File: config.mk
export PLATFORM = sky130hd
export DESIGN_NAME = present24_block_decrypt
export DESIGN_NICKNAME = d
export VERILOG_FILES = /design/src/p24_pkg.sv /design/src/p24_round_cell.sv /design/src/present24_block_decrypt.sv
export SDC_FILE = /design/constraint.sdc
export NUM_CORES = 1
export LEC_CHECK = 0
export BUFFER_PORTS_ARGS = -buffer_cell sky130_fd_sc_hd__buf_2
export CORE_MARGIN = 8
export CORE_UTILIZATION = 53
export DETAILED_ROUTE_END_ITERATION = 6
export GPL_ROUTABILITY_DRIVEN = 1
export PLACE_DENSITY = 0.76
export REMOVE_ABC_BUFFERS = 1
export SYNTH_ARGS = -nofsm -noshare
export SYNTH_HDL_FRONTEND = slang
export SYNTH_SLANG_ARGS = --single-unit
export TNS_END_PERCENT = 1
File: constraint.sdc
create_clock -name i_clk -period 33.3 [get_ports i_clk]
set_input_delay 6.66 -clock i_clk [delete_from_list [all_inputs] [get_ports i_clk]]
set_output_delay 6.66 -clock i_clk [all_outputs]
set_load 0.05 [all_outputs]
File: src/p24_pkg.sv
// Shared constants, tables, types and round functions of the 24-bit block decryptor.
`default_nettype none
package p24_pkg;

    localparam int ROUNDS   = 10;
    localparam int NUM_KEYS = ROUNDS + 1;
    localparam int BLOCK_W  = 24;
    localparam int SLOT_W   = 4;
    localparam int ID_W     = $clog2(NUM_KEYS);
    localparam int CMP_W    = (ID_W > SLOT_W) ? ID_W : SLOT_W;
    localparam int NIBBLES  = BLOCK_W / 4;

    localparam logic CMD_LOAD    = 1'b0;
    localparam logic CMD_DECRYPT = 1'b1;

    localparam logic [3:0] INV_SBOX [16] = '{
        4'd5, 4'd14, 4'd15, 4'd8, 4'd12, 4'd1, 4'd2, 4'd13,
        4'd11, 4'd4, 4'd6, 4'd3, 4'd0, 4'd7, 4'd9, 4'd10
    };

    localparam logic [4:0] INV_PERM [BLOCK_W] = '{
        5'd0, 5'd4, 5'd8, 5'd12, 5'd16, 5'd20, 5'd1, 5'd5, 5'd9, 5'd13, 5'd17, 5'd21,
        5'd2, 5'd6, 5'd10, 5'd14, 5'd18, 5'd22, 5'd3, 5'd7, 5'd11, 5'd15, 5'd19, 5'd23
    };

    // Control that travels with every item along the chain.
    typedef struct packed {
        logic              valid;
        logic              command;
        logic [SLOT_W-1:0] key_slot;
    } t_ctl;

    function automatic logic [BLOCK_W-1:0] inv_permute(input logic [BLOCK_W-1:0] x);
        logic [BLOCK_W-1:0] y;
        y = '0;
        for (int i = 0; i < BLOCK_W; i++) begin
            y[INV_PERM[i]] = x[i];
        end
        return y;
    endfunction

    function automatic logic [BLOCK_W-1:0] inv_substitute(input logic [BLOCK_W-1:0] x);
        logic [BLOCK_W-1:0] y;
        y = '0;
        for (int n = 0; n < NIBBLES; n++) begin
            y[4*n +: 4] = INV_SBOX[x[4*n +: 4]];
        end
        return y;
    endfunction

endpackage
`default_nettype wire

File: src/p24_round_cell.sv
// One cell of the decryption chain: holds one round key and applies one round.
`default_nettype none
module p24_round_cell (
    input  wire logic                          i_clk,
    input  wire logic                          i_rst_n,
    input  wire logic                          i_advance,
    input  wire logic                          i_whiten,
    input  wire logic [p24_pkg::ID_W-1:0]      i_slot_id,
    input  wire p24_pkg::t_ctl                 i_ctl,
    input  wire logic [p24_pkg::BLOCK_W-1:0]   i_data,
    output p24_pkg::t_ctl                      o_ctl,
    output logic [p24_pkg::BLOCK_W-1:0]        o_data
);

    logic [p24_pkg::BLOCK_W-1:0] r_key;
    logic                        r_valid;
    logic                        r_command;
    logic [p24_pkg::SLOT_W-1:0]  r_key_slot;
    logic [p24_pkg::BLOCK_W-1:0] r_data;
    logic [p24_pkg::BLOCK_W-1:0] n_data;
    logic                        slot_hit;

    assign slot_hit = (p24_pkg::CMP_W'(i_ctl.key_slot) == p24_pkg::CMP_W'(i_slot_id));

    // The first cell only adds the last round key; the others run a full round.
    always_comb begin
        if (i_whiten) begin
            n_data = i_data ^ r_key;
        end else begin
            n_data = p24_pkg::inv_substitute(p24_pkg::inv_permute(i_data)) ^ r_key;
        end
    end

    always_ff @(posedge i_clk) begin
        if (!i_rst_n) begin
            r_valid <= 1'b0;
        end else if (i_advance) begin
            r_valid <= i_ctl.valid;
        end
    end

    // A load item updates the key as it passes, so items ahead of it keep the old key.
    always_ff @(posedge i_clk) begin
        if (i_advance && i_ctl.valid && i_ctl.command == p24_pkg::CMD_LOAD && slot_hit) begin
            r_key <= i_data;
        end
        if (i_advance) begin
            r_command  <= i_ctl.command;
            r_key_slot <= i_ctl.key_slot;
            r_data     <= (i_ctl.command == p24_pkg::CMD_DECRYPT) ? n_data : i_data;
        end
    end

    assign o_ctl.valid    = r_valid;
    assign o_ctl.command  = r_command;
    assign o_ctl.key_slot = r_key_slot;
    assign o_data         = r_data;

endmodule
`default_nettype wire

File: src/present24_block_decrypt.sv
// The chain has one registered cell per round key; an accepted decrypt item passes every
// cell before its plaintext appears. It takes one item per cycle while the output is not stalled.
// Load items travel the chain too and write their key in the owning cell.
// The whole chain stalls only while a finished plaintext waits at the output.
// Reset clears the valid flags; round keys are undefined until loaded.
`default_nettype none
module present24_block_decrypt (
    input  wire logic                          i_clk,
    input  wire logic                          i_rst_n,
    input  wire logic                          i_in_valid,
    output logic                               o_in_ready,
    input  wire logic                          i_command,
    input  wire logic [p24_pkg::SLOT_W-1:0]    i_key_slot,
    input  wire logic [p24_pkg::BLOCK_W-1:0]   i_data_word,
    output logic                               o_out_valid,
    input  wire logic                          i_out_ready,
    output logic [p24_pkg::BLOCK_W-1:0]        o_plain_block
);

    localparam int STAGES = p24_pkg::NUM_KEYS;

    p24_pkg::t_ctl               ctl  [STAGES+1];
    logic [p24_pkg::BLOCK_W-1:0] data [STAGES+1];
    logic                        advance;

    assign ctl[0].valid    = i_in_valid;
    assign ctl[0].command  = i_command;
    assign ctl[0].key_slot = i_key_slot;
    assign data[0]         = i_data_word;

    // Load items leaving the chain are dropped, so only a waiting plaintext blocks it.
    assign o_out_valid   = ctl[STAGES].valid && (ctl[STAGES].command == p24_pkg::CMD_DECRYPT);
    assign o_plain_block = data[STAGES];
    assign advance       = !o_out_valid || i_out_ready;
    assign o_in_ready    = advance;

    for (genvar s = 0; s < STAGES; s++) begin : g_cell
        p24_round_cell u_cell (
            .i_clk     (i_clk),
            .i_rst_n   (i_rst_n),
            .i_advance (advance),
            .i_whiten  ((s == 0) ? 1'b1 : 1'b0),
            .i_slot_id (p24_pkg::ID_W'(p24_pkg::ROUNDS - s)),
            .i_ctl     (ctl[s]),
            .i_data    (data[s]),
            .o_ctl     (ctl[s+1]),
            .o_data    (data[s+1])
        );
    end

endmodule
`default_nettype wire

## Yosys cells after proc, flatten, opt, wreduce, memory -nomap -nowiden

Memories as Yosys holds them, arrays and structs flattened.
Cells that the tools add are included.

- Word-level logic and storage cells: 434
- Memories: 60
- Bits in latches: 0
- Flip-flop bits (word level): 590
- Output and inout bits: 26
- Memory bits (read-only): 3840
- Memory bits (writable): 0
- Bits of input ports: 33

- Magnitude comparators: 60
- Bitwise operators: 82
- Add/sub/neg operators: 0
- Reduce and logical (&&, ||, !) cells: 37
- Multipliers: 0
- Shift-type cells: 0
- Muxes and demuxes: 131
- Div/mod/pow operators: 0
- Eq/ne operators: 10

Memory list:

| memory | depth | width | read ports | clocked after Yosys merged registers in | write ports | line | RTL |
|---|---|---|---|---|---|---|---|
| (no name shown) | 16 | 4 | 1 | 0 | 0 | p24_pkg.sv:46 | `y[4*n +: 4] = INV_SBOX[x[4*n +: 4]];` |
| (no name shown) | 16 | 4 | 1 | 0 | 0 | p24_pkg.sv:46 |  |
| (no name shown) | 16 | 4 | 1 | 0 | 0 | p24_pkg.sv:46 |  |
| (no name shown) | 16 | 4 | 1 | 0 | 0 | p24_pkg.sv:46 |  |
| (no name shown) | 16 | 4 | 1 | 0 | 0 | p24_pkg.sv:46 |  |
| (no name shown) | 16 | 4 | 1 | 0 | 0 | p24_pkg.sv:46 |  |
| +54 memories | - | - | - | - | - | - |  |

Operators with widths:

| kind | number |
|---|---|
| $mux 4 | 120 |
| $ge 5x5->1 const B | 60 |
| $not 4->5 | 60 |
| $mux 24 | 11 |
| $xor 24x24->24 | 11 |
| $logic_and 1x1->1 | 34 |
| $eq 4x3->1 const B | 4 |
| $eq 4x4->1 const B | 3 |
| $not 1->1 | 11 |
| $eq 4x2->1 const B | 2 |
| $eq 4x1->1 const B | 1 |
| $logic_not 4->1 | 1 |
| $logic_not 1->1 | 1 |
| $logic_or 1x1->1 | 1 |

## Longest topological paths before layout

- Depth in word-level cells: 6
- Depth in mapped cells: 7
- Gate-level depth less buffers: 6

## Hierarchy

A second synthesis with hierarchy kept.

- Cell total of the unflattened synthesis: 3815
- Area, all modules: 41891.4 um2

Modules (own cells, without submodules):

| module | area an instance (um2) | instances | seq. area each (um2) | cells an instance |
|---|---|---|---|---|
| p24_round_cell at g_cell[3].u_cell ... | 3799.9 | 7 | 1611.5 | 346 |
| p24_round_cell at g_cell[10].u_cell ... | 3813.7 | 3 | 1611.5 | 346 |
| p24_round_cell at g_cell[0].u_cell | 3829.9 | 1 | 1611.5 | 351 |
| present24_block_decrypt | 21.3 | 1 | 0.0 | 4 |

## Worst setup path after synthesis

OpenSTA, ideal clock, no wires.

- Kind: input-to-output
- Start: input i_out_ready
- End: output o_in_ready
- Slack: 10.759 ns
- Path buffers: 1
- Data arrival time: 15.881 ns
- Stages: 3
- Cells stage by stage: nor2b_1 > inv_1 > clkbuf_1

- Longest elaborated chain between the ends: 1

Ends and longest elaborated chain:

| what | line | RTL |
|---|---|---|
| start, declared | present24_block_decrypt.sv:16 | `input wire logic i_out_ready,` |
| $logic_or 1x1->1 | present24_block_decrypt.sv:34 | `assign advance = !o_out_valid \|\| i_out_ready;` |
| end, declared | present24_block_decrypt.sv:11 | `output logic o_in_ready,` |

Every way passes these cells.

## Worst setup path after layout

Same ends and word-level chain as after synthesis.

==> summary.md <==
| Metric | Value |
|---|---|
| Row cnt | `96` |
| CTS HTree Levels | `2` |
| CP max stage cell | `buf_4` |
| Via density per instance | `5.643` |
| Register area share after synthesis | `0.4846` |
| Crit path launch | `i_out_ready` |
| Worst flop-to-flop path endpoint | `g_cell[1].u_cell.r_key[17]` |
| Num CTS Buffers | `61` |
| DRT iter0 DRCs | `1,397` |
| Hold buffers post-CTS | `0` |
| Initial Util | `0.5326` |
| Leakage power | `15.76 nW` |
| Die Area | `0.07719 mm2` |
| Power Density | `89.25 mW/mm2` |
| Port Buf Inserts | `58` |
| Ys async rst share | `0` |
| Place WS | `19.05 ns` |
| Max Root-Sink Buffers | `3` |
| Chip Height | `277.8 um` |
| GRT Total Usage | `0.1736` |
| Setup ws final | `19.05 ns` |
| Setup bufs post-CTS | `0` |
| Worst-path clk slew | `0.06 ns` |
| Yosys warning total | `0` |
| Slew at the pin closest to its max-slew limit | `1.257 ns` |
| Vias | `21,296` |
| Crit. End Element | `primary output` |
| Hold WS | `0.4496 ns` |
| CP Cell Sequence | `buf_2, nor2b_1, buf_4, inv_8, buf_2` |
| Post-CTS sizing | `0` |
| Tot Pwr | `3.504 mW` |
| R2R setup slack | `29.70 ns` |
| Family with the most delay on the worst path | `buffers and inverters` |
| Max Slew Vio Count | `0` |
| Final TNS setup | `0 ns` |
| Worst r2r path cells | `9` |
| Cell area after synthesis | `0.03633 mm2` |
| CTS Sinks | `590` |
| Syn avg cell area | `12.82 um2` |
| N_diodes | `0` |
| First-pass DRT Iterations | `7` |
| R2R Path Start | `g_cell[10].u_cell.r_command` |
| # Max-Cap Violations | `0` |
| Layout Nets | `3,270` |
| Critical Path RT | `26.64 ns` |
| CP arrival | `7.59 ns` |
| Die Width | `277.8 um` |
| Final Hold Viols | `0` |
| Largest stage delay, worst path | `0.27 ns` |
| Dpl hpwl | `48,620 um` |
| CORE AREA | `0.06823 mm2` |
| Residual DRC | `0` |
| Fillers | `5,389` |
| Gp weighted congestion | `0.8237` |
| Primary FF master, synth | `edfxtp_1` |
| Final Setup Violations | `0` |
| Drt wl/cell | `18.14 um` |
| CP Capture Point | `o_in_ready` |
| Cell repeated most along the worst path | `buf_2` |
| Status | `completed` |
| Largest net degree at the start of global routing | `89` |
| Clock Skew | `0.03166 ns` |
| Max transition margin | `0.1613` |
| Synth Register Bits | `590` |
| Clock latency on the worst-skew pair | `0.64 ns` |
| Ports | `59` |
| Area grow syn2layout | `8.051%` |
| Max VDD drop | `0.05665 mV` |
| Cell Area, Placed | `0.03725 mm2` |
| Global route overflow | `0` |
| Post-synthesis cell count | `2,835` |
| Post-synth EDFFs | `579` |
| Levels on crit path | `5` |
| Min-delay worst type | `reg -> reg` |
| Post-synthesis cell type count | `54` |
| Vias in the first global route | `21,944` |
| WP buf/inv | `4` |
| Final wirelength | `68,470 um` |
| Max Clock Freq | `70.20 MHz` |
| Period utilization | `0.4278` |
| Remaining antenna violation count | `0` |
| Minimum clock period after layout | `14.25 ns` |
| RSZ-0062 raised after global routing | `no` |
| Share of post-route cells with drive strength above 1 | `0.1338` |
| Initial antenna violation count | `0` |
| Setup CP Type | `in -> out` |
| Root Buffer | `clkbuf_16` |
| Clock tree from TritonCTS | `done` |
| First-pass GRT wire length | `111,800 um` |
| Design area | `0.03926 mm2` |
| Worst Path Max Fanout | `31` |
| Startpoint Class | `primary input` |
-- cell usage in the layout (no fill, tap or decap), types with 40 or more instances in the layout --
master,netlist,routed
mux2_2,71,71
edfxtp_1,579,579
nand2_1,134,134
mux2i_1,155,155
a21oi_1,88,88
mux4_2,112,112
a211oi_1,71,71
nor2_1,109,103
xnor2_1,231,231
buf_2,41,58
inv_1,339,338
clkbuf_16,0,61
o21ai_0,40,40
ha_1,396,396
-- sequential cells by signal (all words and copies together), names as in the netlist --
name and count:
g_cell.u_cell.r_key_slot 40, g_cell.u_cell.o_data 264, g_cell.u_cell.r_command 11, g_cell.u_cell.r_valid 11, g_cell.u_cell.r_key 264
-- how the worst min path moves through the flow --
stage                                                 to  cells after the start  slack [ns]                           start
after global routing      g_cell[5].u_cell.r_key_slot[0]                      0        0.46  g_cell[4].u_cell.r_key_slot[0]
after CTS                 g_cell[7].u_cell.r_key_slot[2]                      0        0.45  g_cell[6].u_cell.r_key_slot[2]
after floorplan           g_cell[3].u_cell.r_key_slot[3]                      0        0.42  g_cell[2].u_cell.r_key_slot[3]
after detailed placement  g_cell[7].u_cell.r_key_slot[2]                      0        0.44  g_cell[6].u_cell.r_key_slot[2]
after global placement    g_cell[8].u_cell.r_key_slot[0]                      0        0.42  g_cell[7].u_cell.r_key_slot[0]
final                     g_cell[5].u_cell.r_key_slot[0]                      0        0.45  g_cell[4].u_cell.r_key_slot[0]
-- metal layers --
| metal | routed length, um | GRT usage |
|---|---|---|
| met5 | 0 | 0 |
| met4 | 2118 | 0.06110 |
| met3 | 2822 | 0.02588 |
| met2 | 35090 | 0.3120 |
| met1 | 28440 | 0.2109 |
-- power by group --
part	internal, mW	switching (mW)
combinational	0.750	0.744
sequential	1.05	0.274
clock	0.393	0.293
-- synth_stat cells (all sizes together), types with 11 or more instances --
master,count,share of area
nor2b,40,0.0079
a21oi,88,0.012
inv,339,0.035
clkbuf,62,0.0065
nor3,35,0.0048
edfxtp,579,0.48
o31a,26,0.0063
mux2i,155,0.043
o311ai,21,0.0051
o21bai,15,0.0031
mux4,120,0.075
nor4,27,0.0046
buf,77,0.013
o31ai,27,0.0056
mux2,71,0.022
dfxtp,11,0.0061
and2,18,0.0031
a211oi,71,0.015
nand2,134,0.014
xnor2,231,0.056
o21ai,40,0.0055
xor2,27,0.0065
nand2b,11,0.0019
a21o,16,0.0034
nor2,109,0.011
ha,396,0.14
a22oi,17,0.0035
-- stage by stage --
stage | util | std cells
after global routing | 0.5754 | 3774
after floorplan | - | 2696
after CTS | 0.5754 | 3774
after global placement | 0.5460 | 3660
after detailed placement | 0.5460 | 3660
final | 0.5754 | 3774
-- final cells by class --
type / count / area, um2 / share of cell area
inverters: 339 / 1280 / 0.03260
multi-input cells: 1767 / 16790 / 0.4276
repair buffers: 82 / 470.5 / 0.01198
clock buffers: 77 / 1627 / 0.04143
flip-flops and latches: 590 / 17610 / 0.4485
clock inverters: 37 / 385.4 / 0.009816
well taps: 882 / 1104 / 0.02811
-- kinds of logic after synthesis --
family	Yosys count	synth area share
and+or+nand+nor	404	0.05424
DFF	590	0.4846
AOI/OAI and AO/OA	363	0.06835
buffers and inverters	478	0.05437
adders and majority gates	396	0.1364
muxes	346	0.1399
xor gates and xnor gates	258	0.06219
No activity file was read; power rests on OpenSTA's default activity.
